[src/rtl/scl_pkg.sv]
`timescale 1ns / 1ps

package scl_pkg;

    typedef enum logic [3:0] {
        M_IDLE  = 4'd0,
        M_NUM   = 4'd1,
        M_IDENT = 4'd2,
        M_QOPEN = 4'd3,
        M_QGOT  = 4'd4,
        M_SLASH = 4'd5,
        M_LINEC = 4'd6,
        M_BLOCK = 4'd7,
        M_BSTAR = 4'd8,
        M_OP    = 4'd9
    } mode_t;

    typedef enum logic [5:0] {
        TK_END       = 6'd0,
        TK_ERROR     = 6'd1,
        TK_IDENT     = 6'd2,
        TK_NUM       = 6'd3,
        TK_CHAR      = 6'd4,
        TK_KW_FLOAT  = 6'd5,
        TK_KW_DOUBLE = 6'd6,
        TK_KW_INT    = 6'd7,
        TK_KW_MAIN   = 6'd8,
        TK_KW_DO     = 6'd9,
        TK_KW_WHILE  = 6'd10,
        TK_KW_RETURN = 6'd11,
        TK_LT        = 6'd12,
        TK_LE        = 6'd13,
        TK_GT        = 6'd14,
        TK_GE        = 6'd15,
        TK_NE        = 6'd16,
        TK_PLUS      = 6'd17,
        TK_PLUS_EQ   = 6'd18,
        TK_INC       = 6'd19,
        TK_MINUS     = 6'd20,
        TK_MINUS_EQ  = 6'd21,
        TK_DEC       = 6'd22,
        TK_STAR      = 6'd23,
        TK_STAR_EQ   = 6'd24,
        TK_SLASH     = 6'd25,
        TK_SLASH_EQ  = 6'd26,
        TK_PCT       = 6'd27,
        TK_PCT_EQ    = 6'd28,
        TK_ASSIGN    = 6'd29,
        TK_EQ        = 6'd30,
        TK_LPAREN    = 6'd31,
        TK_RPAREN    = 6'd32,
        TK_LBRACE    = 6'd33,
        TK_RBRACE    = 6'd34,
        TK_LBRACK    = 6'd35,
        TK_RBRACK    = 6'd36,
        TK_SEMI      = 6'd37,
        TK_COMMA     = 6'd38
    } token_kind_t;

    typedef enum logic [2:0] {
        ERR_NONE         = 3'd0,
        ERR_UNKNOWN      = 3'd1,
        ERR_LONE_BANG    = 3'd2,
        ERR_INT_LONG     = 3'd3,
        ERR_IDENT_LONG   = 3'd4,
        ERR_CHAR_OPEN    = 3'd5,
        ERR_COMMENT_OPEN = 3'd6
    } err_code_t;

    localparam logic [7:0] CH_NUL = 8'h00;
    localparam int         KW_NUM = 7;

    // keyword text packed first character in the low byte
    localparam logic [55:0] KW_TEXT [KW_NUM] = '{
        56'h0000_0074_616f_6c66,   // float
        56'h0000_656c_6275_6f64,   // double
        56'h0000_0000_0074_6e69,   // int
        56'h0000_0000_6e69_616d,   // main
        56'h0000_0000_0000_6f64,   // do
        56'h0000_0065_6c69_6877,   // while
        56'h0000_6e72_7574_6572    // return
    };
    localparam logic [2:0] KW_LEN [KW_NUM] = '{3'd5, 3'd6, 3'd3, 3'd4, 3'd2, 3'd5, 3'd6};

    typedef struct packed {
        mode_t       mode;
        logic [55:0] lex;
        logic [2:0]  cnt;
        logic        ovf;
    } scan_st_t;

    typedef struct packed {
        logic        valid;
        token_kind_t kind;
        logic [55:0] lex;
        logic [2:0]  len;
        err_code_t   err;
    } tok_t;

    typedef struct packed {
        scan_st_t st;
        tok_t     tok;
        logic     rescan;
        logic     line_inc;
    } step_t;

    typedef struct packed {
        token_kind_t kind;
        logic [55:0] lex;
        logic [2:0]  len;
        logic [15:0] line;
        err_code_t   err;
        logic        last;
    } res_t;

endpackage

[src/rtl/c_subset_lexical_scanner_unit.sv]
`timescale 1ns / 1ps

// Lexical scanner for a small C subset.
// Input channel s_*: one source character per word on s_ch; a zero character
// ends the text and yields an end token, after which more text may follow.
// Output channel m_*: one token per word with kind, up to seven lexeme bytes
// (first in the low byte), length, line number and error code. m_last_of_run
// marks the final token caused by one input character.
// Most tokens are closed by the character after them, so one character can give zero,
// one or two tokens. Scanning is done in the accept cycle by the state
// registers and their next-state logic; tokens go into a three-word result
// queue whose head drives the m_ ports, so a token is registered in the queue
// when the character that caused it is accepted.
// Throughput is one character per cycle while m_ready stays high and each
// character yields at most one token; the single output word per cycle sets
// that figure, and a character yielding two tokens holds s_ready low for one cycle.
// When the receiver stalls, the queue fills and s_ready drops once two words
// are waiting; nothing is lost. Reset (synchronous, aresetn low) empties the
// queue, returns the scanner to idle and sets the line count to one.
module c_subset_lexical_scanner_unit #(
    parameter int LEXEME_MAX = 8
) (
    input  logic        aclk,
    input  logic        aresetn,
    input  logic        s_valid,
    output logic        s_ready,
    input  logic [7:0]  s_ch,
    output logic        m_valid,
    input  logic        m_ready,
    output logic [5:0]  m_token_kind,
    output logic [55:0] m_lexeme,
    output logic [2:0]  m_lexeme_length,
    output logic [15:0] m_line_number,
    output logic [2:0]  m_error_code,
    output logic        m_last_of_run
);
    import scl_pkg::*;

    localparam logic [2:0] LIM = 3'(LEXEME_MAX - 1);
    localparam scan_st_t ST_IDLE = '{mode: M_IDLE, lex: '0, cnt: '0, ovf: 1'b0};
    localparam tok_t TOK_NONE = '{valid: 1'b0, kind: TK_END, lex: '0, len: '0,
                                  err: ERR_NONE};

    function automatic logic is_digit(logic [7:0] c);
        return (c >= "0") && (c <= "9");
    endfunction

    function automatic logic is_alpha(logic [7:0] c);
        return ((c >= "a") && (c <= "z")) || ((c >= "A") && (c <= "Z")) || (c == "_");
    endfunction

    function automatic tok_t mk_tok(token_kind_t k, logic [55:0] lex, logic [2:0] len,
                                    err_code_t e);
        tok_t t;
        t.valid = 1'b1;
        t.kind  = k;
        t.lex   = lex;
        t.len   = len;
        t.err   = e;
        return t;
    endfunction

    function automatic scan_st_t start_st(mode_t m, logic [7:0] c);
        scan_st_t s;
        s.mode = m;
        s.lex  = {48'd0, c};
        s.cnt  = 3'd1;
        s.ovf  = 1'b0;
        return s;
    endfunction

    function automatic scan_st_t append(scan_st_t s, logic [7:0] c);
        scan_st_t r;
        r = s;
        if (s.cnt < LIM) begin
            for (int i = 0; i < 7; i++) begin
                if (s.cnt == 3'(i)) r.lex[8*i +: 8] = c;
            end
            r.cnt = s.cnt + 3'd1;
        end else begin
            r.ovf = 1'b1;
        end
        return r;
    endfunction

    // first characters of operators that may take a second one
    function automatic token_kind_t op_single(logic [7:0] f);
        token_kind_t k;
        unique case (f)
            "<":     k = TK_LT;
            ">":     k = TK_GT;
            "!":     k = TK_NE;
            "+":     k = TK_PLUS;
            "-":     k = TK_MINUS;
            "*":     k = TK_STAR;
            "%":     k = TK_PCT;
            "=":     k = TK_ASSIGN;
            default: k = TK_END;
        endcase
        return k;
    endfunction

    function automatic token_kind_t op_double(logic [7:0] f, logic [7:0] c);
        token_kind_t k;
        k = TK_END;
        if (c == "=") begin
            unique case (f)
                "<":     k = TK_LE;
                ">":     k = TK_GE;
                "!":     k = TK_NE;
                "+":     k = TK_PLUS_EQ;
                "-":     k = TK_MINUS_EQ;
                "*":     k = TK_STAR_EQ;
                "%":     k = TK_PCT_EQ;
                "=":     k = TK_EQ;
                default: k = TK_END;
            endcase
        end else if (f == "+" && c == "+") begin
            k = TK_INC;
        end else if (f == "-" && c == "-") begin
            k = TK_DEC;
        end
        return k;
    endfunction

    function automatic token_kind_t punct_kind(logic [7:0] c);
        token_kind_t k;
        unique case (c)
            "(":     k = TK_LPAREN;
            ")":     k = TK_RPAREN;
            "{":     k = TK_LBRACE;
            "}":     k = TK_RBRACE;
            "[":     k = TK_LBRACK;
            "]":     k = TK_RBRACK;
            ";":     k = TK_SEMI;
            ",":     k = TK_COMMA;
            default: k = TK_END;
        endcase
        return k;
    endfunction

    // seven keyword comparators side by side
    function automatic token_kind_t ident_kind(scan_st_t s);
        token_kind_t k;
        k = TK_IDENT;
        for (int i = KW_NUM - 1; i >= 0; i--) begin
            if (s.cnt == KW_LEN[i] && s.lex == KW_TEXT[i]) begin
                k = token_kind_t'(6'(int'(TK_KW_FLOAT) + i));
            end
        end
        return k;
    endfunction

    // character seen between tokens
    function automatic step_t idle_step(logic [7:0] c);
        step_t   r;
        token_kind_t pk;
        r.st       = ST_IDLE;
        r.tok      = TOK_NONE;
        r.rescan   = 1'b0;
        r.line_inc = 1'b0;
        pk = punct_kind(c);
        if (c == " " || c == "\t") begin
            r.st = ST_IDLE;
        end else if (c == "\n") begin
            r.line_inc = 1'b1;
        end else if (c == CH_NUL) begin
            r.tok = mk_tok(TK_END, '0, '0, ERR_NONE);
        end else if (is_digit(c)) begin
            r.st = start_st(M_NUM, c);
        end else if (is_alpha(c)) begin
            r.st = start_st(M_IDENT, c);
        end else if (c == "'") begin
            r.st.mode = M_QOPEN;
        end else if (c == "/") begin
            r.st = start_st(M_SLASH, c);
        end else if (op_single(c) != TK_END) begin
            r.st = start_st(M_OP, c);
        end else if (pk != TK_END) begin
            r.tok = mk_tok(pk, {48'd0, c}, 3'd1, ERR_NONE);
        end else begin
            r.tok = mk_tok(TK_ERROR, {48'd0, c}, 3'd1, ERR_UNKNOWN);
        end
        return r;
    endfunction

    // character fed to a token or comment in progress
    function automatic step_t busy_step(scan_st_t s, logic [7:0] c);
        step_t       r;
        scan_st_t    a;
        token_kind_t k;
        r.st       = ST_IDLE;
        r.tok      = TOK_NONE;
        r.rescan   = 1'b0;
        r.line_inc = 1'b0;
        a = append(s, c);
        k = op_double(s.lex[7:0], c);
        unique case (s.mode)
            M_NUM: begin
                if (is_digit(c)) begin
                    r.st = a;
                end else begin
                    r.tok = s.ovf ? mk_tok(TK_ERROR, s.lex, s.cnt, ERR_INT_LONG)
                                  : mk_tok(TK_NUM, s.lex, s.cnt, ERR_NONE);
                    r.rescan = 1'b1;
                end
            end
            M_IDENT: begin
                if (is_digit(c) || is_alpha(c)) begin
                    r.st = a;
                end else begin
                    r.tok = s.ovf ? mk_tok(TK_ERROR, s.lex, s.cnt, ERR_IDENT_LONG)
                                  : mk_tok(ident_kind(s), s.lex, s.cnt, ERR_NONE);
                    r.rescan = 1'b1;
                end
            end
            M_QOPEN: begin
                if (c != CH_NUL && c != "\n") begin
                    r.st = start_st(M_QGOT, c);
                end else begin
                    r.tok    = mk_tok(TK_ERROR, '0, '0, ERR_CHAR_OPEN);
                    r.rescan = 1'b1;
                end
            end
            M_QGOT: begin
                if (c == "'") begin
                    r.tok = mk_tok(TK_CHAR, s.lex, s.cnt, ERR_NONE);
                end else begin
                    r.tok    = mk_tok(TK_ERROR, s.lex, s.cnt, ERR_CHAR_OPEN);
                    r.rescan = 1'b1;
                end
            end
            M_SLASH: begin
                if (c == "/") begin
                    r.st.mode = M_LINEC;
                end else if (c == "*") begin
                    r.st.mode = M_BLOCK;
                end else if (c == "=") begin
                    // append is bounded, so a short limit keeps only the slash
                    r.tok = mk_tok(TK_SLASH_EQ, a.lex, a.cnt, ERR_NONE);
                end else begin
                    r.tok    = mk_tok(TK_SLASH, s.lex, s.cnt, ERR_NONE);
                    r.rescan = 1'b1;
                end
            end
            M_LINEC: begin
                if (c == "\n" || c == CH_NUL) begin
                    r.rescan = 1'b1;
                end else begin
                    r.st.mode = M_LINEC;
                end
            end
            M_BLOCK, M_BSTAR: begin
                if (c == CH_NUL) begin
                    r.tok = mk_tok(TK_END, '0, '0, ERR_COMMENT_OPEN);
                end else if (s.mode == M_BSTAR && c == "/") begin
                    r.st = ST_IDLE;
                end else begin
                    r.line_inc = (c == "\n");
                    r.st.mode  = (c == "*") ? M_BSTAR : M_BLOCK;
                end
            end
            M_OP: begin
                if (k != TK_END) begin
                    r.tok = mk_tok(k, {s.lex[55:16], c, s.lex[7:0]}, 3'd2, ERR_NONE);
                end else begin
                    r.tok = (s.lex[7:0] == "!")
                          ? mk_tok(TK_ERROR, s.lex, s.cnt, ERR_LONE_BANG)
                          : mk_tok(op_single(s.lex[7:0]), s.lex, s.cnt, ERR_NONE);
                    r.rescan = 1'b1;
                end
            end
            default: begin
                r.rescan = 1'b1;
            end
        endcase
        return r;
    endfunction

    mode_t       mode_reg, mode_next;
    logic [55:0] lex_reg, lex_next;
    logic [2:0]  cnt_reg, cnt_next;
    logic        ovf_reg, ovf_next;
    logic [15:0] line_reg, line_next;

    res_t        q_reg [3];
    res_t        q_next [3];
    logic [1:0]  qcnt_reg, qcnt_next;

    scan_st_t    st_cur, st_sel;
    step_t       b_step, i_step;
    logic        use_idle, line_inc;
    tok_t        tok_a, tok_b;
    res_t        res_first, res_second;
    logic [1:0]  n_res;
    logic        push, pop;
    logic [1:0]  base;

    assign st_cur = '{mode: mode_reg, lex: lex_reg, cnt: cnt_reg, ovf: ovf_reg};

    always_comb begin
        b_step   = busy_step(st_cur, s_ch);
        i_step   = idle_step(s_ch);
        use_idle = (mode_reg == M_IDLE) || b_step.rescan;
    end

    // next state of the scanner
    always_comb begin
        st_sel    = use_idle ? i_step.st : b_step.st;
        line_inc  = use_idle ? i_step.line_inc : b_step.line_inc;
        mode_next = st_sel.mode;
        lex_next  = st_sel.lex;
        cnt_next  = st_sel.cnt;
        ovf_next  = st_sel.ovf;
        line_next = (line_inc && line_reg != 16'hFFFF) ? line_reg + 16'd1 : line_reg;
    end

    // tokens of this character, packed to the front
    always_comb begin
        if (mode_reg == M_IDLE) begin
            tok_a = i_step.tok;
            tok_b = TOK_NONE;
        end else begin
            tok_a = b_step.tok;
            tok_b = b_step.rescan ? i_step.tok : TOK_NONE;
        end
        n_res = {1'b0, tok_a.valid} + {1'b0, tok_b.valid};
        res_first = '{kind: tok_a.kind, lex: tok_a.lex, len: tok_a.len, line: line_reg,
                      err: tok_a.err, last: !tok_b.valid};
        if (!tok_a.valid) begin
            res_first = '{kind: tok_b.kind, lex: tok_b.lex, len: tok_b.len,
                          line: line_reg, err: tok_b.err, last: 1'b1};
        end
        res_second = '{kind: tok_b.kind, lex: tok_b.lex, len: tok_b.len, line: line_reg,
                       err: tok_b.err, last: 1'b1};
    end

    assign s_ready = !qcnt_reg[1];
    assign m_valid = (qcnt_reg != 2'd0);
    assign push    = s_valid && s_ready;
    assign pop     = m_valid && m_ready;

    always_comb begin
        q_next[0] = pop ? q_reg[1] : q_reg[0];
        q_next[1] = pop ? q_reg[2] : q_reg[1];
        q_next[2] = q_reg[2];
        base      = qcnt_reg - {1'b0, pop};
        for (int j = 0; j < 3; j++) begin
            if (push && n_res != 2'd0 && base == 2'(j)) q_next[j] = res_first;
            if (push && n_res == 2'd2 && base + 2'd1 == 2'(j)) q_next[j] = res_second;
        end
        qcnt_next = base + (push ? n_res : 2'd0);
    end

    always_ff @(posedge aclk) begin
        if (!aresetn) begin
            mode_reg <= M_IDLE;
            lex_reg  <= '0;
            cnt_reg  <= '0;
            ovf_reg  <= 1'b0;
            line_reg <= 16'd1;
            qcnt_reg <= '0;
        end else begin
            if (push) begin
                mode_reg <= mode_next;
                lex_reg  <= lex_next;
                cnt_reg  <= cnt_next;
                ovf_reg  <= ovf_next;
                line_reg <= line_next;
            end
            qcnt_reg <= qcnt_next;
        end
    end

    always_ff @(posedge aclk) begin
        for (int j = 0; j < 3; j++) begin
            q_reg[j] <= q_next[j];
        end
    end

    assign m_token_kind    = q_reg[0].kind;
    assign m_lexeme        = q_reg[0].lex;
    assign m_lexeme_length = q_reg[0].len;
    assign m_line_number   = q_reg[0].line;
    assign m_error_code    = q_reg[0].err;
    assign m_last_of_run   = q_reg[0].last;

endmodule

[config.mk]
export PLATFORM = sky130hd
export DESIGN_NAME = c_subset_lexical_scanner_unit
export DESIGN_NICKNAME = d
export VERILOG_FILES = /design/src/rtl/scl_pkg.sv /design/src/rtl/c_subset_lexical_scanner_unit.sv
export SDC_FILE = /design/constraint.sdc
export NUM_CORES = 1
export LEC_CHECK = 0
export ABC_AREA = 1
export BUFFER_PORTS_ARGS = -buffer_cell sky130_fd_sc_hd__buf_2
export CAP_MARGIN = 0
export CORE_MARGIN = 1.5
export CORE_UTILIZATION = 35
export CTS_CLUSTER_SIZE = 10
export DETAILED_ROUTE_END_ITERATION = 16
export HOLD_SLACK_MARGIN = 0.03
export PLACE_DENSITY_LB_ADDON = 0.15
export SETUP_SLACK_MARGIN = 0.2
export SLEW_MARGIN = 5
export SYNTH_ARGS = -nofsm -noshare
export SYNTH_HDL_FRONTEND = slang
export SYNTH_SLANG_ARGS = --single-unit
export TNS_END_PERCENT = 30
[constraint.sdc]
create_clock -name aclk -period 7.5 [get_ports aclk]
set_input_delay 1.125 -clock aclk [delete_from_list [all_inputs] [get_ports aclk]]
set_output_delay 1.125 -clock aclk [all_outputs]
set_load 0.05 [all_outputs]
==> impl_metrics.py <==
metrics = {
    "power_and_ir_drop": {
        "p_per_area_nw_per_um2": 387,
        "p_total_mw": 7.87,
        "max-vdd-ir-drop_v": 0.000191,
        "p_leak_nw": 8.77,
    },
    "die": {
        "ios": 99,
        "fp.dieW_um": 234,
        "row_count": 84,
        "coreArea_um2": 52600,
        "die_area_um2": 54600,
        "die_height_um": 234,
        "start_util_pct": 35.4,
    },
    "final_layout": {
        "antenna_cells": 0,
        "nFillCells": 5596,
        "area_growth_pct": 9.20,
        "final_cell_mix": "nand2_1, nor2_1, dfxtp_1",
        "regArea_um2": 7710,
        "drive_above_1_share_pct": 10.3,
        "layout_commonest_cell": "nand2_1",
        "layout.nets": 2617,
        "largest_reg_flops": 255,
        "multi_input_area_um2": 8860,
    },
    "cts": {
        "cts_root_buf": "clkbuf_16",
        "cts_buffers": 42,
        "cts_setup_buffers": 0,
        "clk_pin_slew_ns": 0.06,
        "ctsResizeCount": 0,
        "cts_sinks": 337,
        "clk_latency_ns": 0.60,
        "cts_hold_buf": 0,
        "cts_buffer_depth": 3,
        "cts_tree": "yes",
        "h-tree-depth": 2,
    },
    "placement": {
        "dpl.hpwl_um": 42800,
        "numPortBuffers": 98,
        "gp_congestion": 0.933,
    },
    "critical_path": {
        "endpoint_kind": "flip-flop",
        "crit_slowest_cell": "buf_4",
        "startpoint": "s_ch[6]",
        "r2r_slack_ns": 2.84,
        "worst-path-buf-inv": 7,
        "crit_top_cell": "nand2_1",
        "crit_path_max_fanout": 46,
        "max_stage_delay_ns": 0.53,
        "cp.required_ns": 7.95,
        "reg2reg_depth": 24,
        "crit_end": "q_reg[0][72]$_SDFFE_PP0P_",
        "r2r-start": "lex_reg[0]$_SDFFE_PN0P_",
        "crit_cells": 25,
        "r2r-end": "q_reg[0][72]$_SDFFE_PP0P_",
        "worstSetupStartpointType": "input port",
        "crit_type": "in -> reg",
        "cp_top_family": "simple AND/OR/NAND/NOR gates",
        "critPathArrivalTime_ns": 5.92,
    },
    "sta": {
        "setup_viol": 0,
        "tightest_slew_ns": 0.991,
        "fmax_mhz": 183,
        "slew_headroom_pct": 33.8,
        "min_period_over_period_pct": 72.9,
        "hold_violations": 0,
        "layout_min_cycle_time_ns": 5.47,
        "setup_tns_ns": 0,
        "clock_skew_ns": 0.0383,
        "slew_viol_final": 0,
        "rsz0062_at_grt": "false",
    },
    "grt": {
        "antenna_found_initial": 0,
        "grt_usage_pct": 22.8,
        "overflow": 0,
        "grt_pass1_wl_um": 95800,
        "grt_max_degree": 97,
        "first_global_vias": 16141,
    },
    "synthesis": {
        "ys_ff_latch": 337,
        "synth_edf_count": 96,
        "yosysWarnings": 0,
        "async_flop_share_pct": 0,
        "synth_nets": 2663,
        "ys_seq_area_share_pct": 41.4,
        "netlist_instances": 2641,
        "syn_area_per_cell_um2": 7.05,
        "synth.cell_area_um2": 18600,
        "synth_ff_type": "dfxtp_1",
        "ys_types": 52,
    },
    "routing": {
        "ant_nets": 0,
        "vias": 17077,
        "drt_pass1_iterations": 6,
        "drtIter0Drc": 1435,
        "drc": 0,
        "wire_per_inst_um": 18.9,
        "vias_per_cell": 5.16,
        "wirelength_um": 62700,
    },
    "run_status": {
        "outcome": "complete, no violations",
    },
    "worst_hold_path": {
        "hold_class": "reg -> reg",
    },
    "flow_run": {
        "maxCapViolations": 0,
    },
}
## logic make-up after synthesis
group	Yosys count	synth area share (%)
flip-flops	337	41.4
adder cells (fa/ha/maj)	10	0.672
AND/OR/NAND/NOR	1311	28.9
XOR/XNOR	15	0.705
buffers and inverters	450	11.2
AO/OA/AOI/OAI	518	17.1
## per-stage QoR
stage,utilization (%),cell area [um2],worst slack [ns],cells,hold slack (ns)
floorplan,-,18600,2.40,2641,0.444
global placement,36.2,19000,1.52,3239,0.455
detailed placement,36.2,19000,1.46,3239,0.457
CTS,38.7,20300,2.04,3311,0.467
global route,38.7,20300,1.63,3311,0.495
finish,38.7,20300,2.03,3311,0.469
## area by class of cell
cell class / instances / area share, %
clock buffers: 67 / 6.02
clock inverters: 5 / 0.443
inverters: 239 / 4.49
multi-input cells: 1854 / 43.5
flip-flops and latches: 337 / 37.9
well taps: 688 / 4.23
repair buffers: 121 / 3.38
## worst min-delay path by stage
stage / start / end / slack [ns] / depth (start not counted)
final: q_reg[0][87]$_SDFFE_PP0P_ / q_reg[0][87]$_SDFFE_PP0P_ / 0.47 / 2
after global routing: q_reg[0][213]$_SDFFE_PP0N_ / q_reg[0][213]$_SDFFE_PP0N_ / 0.49 / 2
after global placement: q_reg[0][208]$_SDFFE_PP0N_ / q_reg[0][208]$_SDFFE_PP0N_ / 0.46 / 2
after floorplan: q_reg[0][172]$_SDFFE_PP0N_ / q_reg[0][172]$_SDFFE_PP0N_ / 0.44 / 2
after detailed placement: q_reg[0][87]$_SDFFE_PP0P_ / q_reg[0][87]$_SDFFE_PP0P_ / 0.46 / 2
after CTS: q_reg[0][87]$_SDFFE_PP0P_ / q_reg[0][87]$_SDFFE_PP0P_ / 0.47 / 2
## Yosys cell counts, types with 7 or more instances
library cell  count  area share (%)
edfxtp_1         96              15
nand4_1          41             1.4
ha_1             10            0.67
a21oi_1         116             3.1
or2_2             8            0.27
o22ai_2          30             2.0
nor2_2            9            0.30
inv_2            15            0.30
o21ai_0         229             6.2
nand3_1         103             2.8
nand2_2           7            0.24
o21a_1           41             1.7
buf_4            88             3.5
inv_1           221             4.5
buf_2            11            0.30
nor2_1          277             5.6
nor3_1           34            0.91
dfxtp_1         241              26
o22ai_1          17            0.57
buf_1            15            0.30
nand2_1         810              16
a22o_1           10            0.47
xor2_1           14            0.66
clkbuf_1         91             1.8
a21o_1           46             1.9
## worst register-to-register path: cells and delay by family (launching register included)
| kind | cells | cell delay (ns) |
|---|---|---|
| AO/OA/AOI/OAI | 3 | 0.79 |
| adder cells (fa/ha/maj) | 1 | 0.19 |
| buffers and inverters | 7 | 1.39 |
| flip-flops | 1 | 0.43 |
| AND/OR/NAND/NOR | 13 | 1.74 |
## report_power, final
part           total (mW)  switching [mW]  internal (mW)
registers            2.85           0.249           2.60
logic                3.06            2.31          0.751
clock network        1.96           0.809           1.15
## layer usage
metal	track usage, %	routed length, um
met5	0	0
met4	6.23	1390
met2	38.0	29500
met3	3.52	3360
met1	30.5	28400
(Power assumes the default switching activity.)
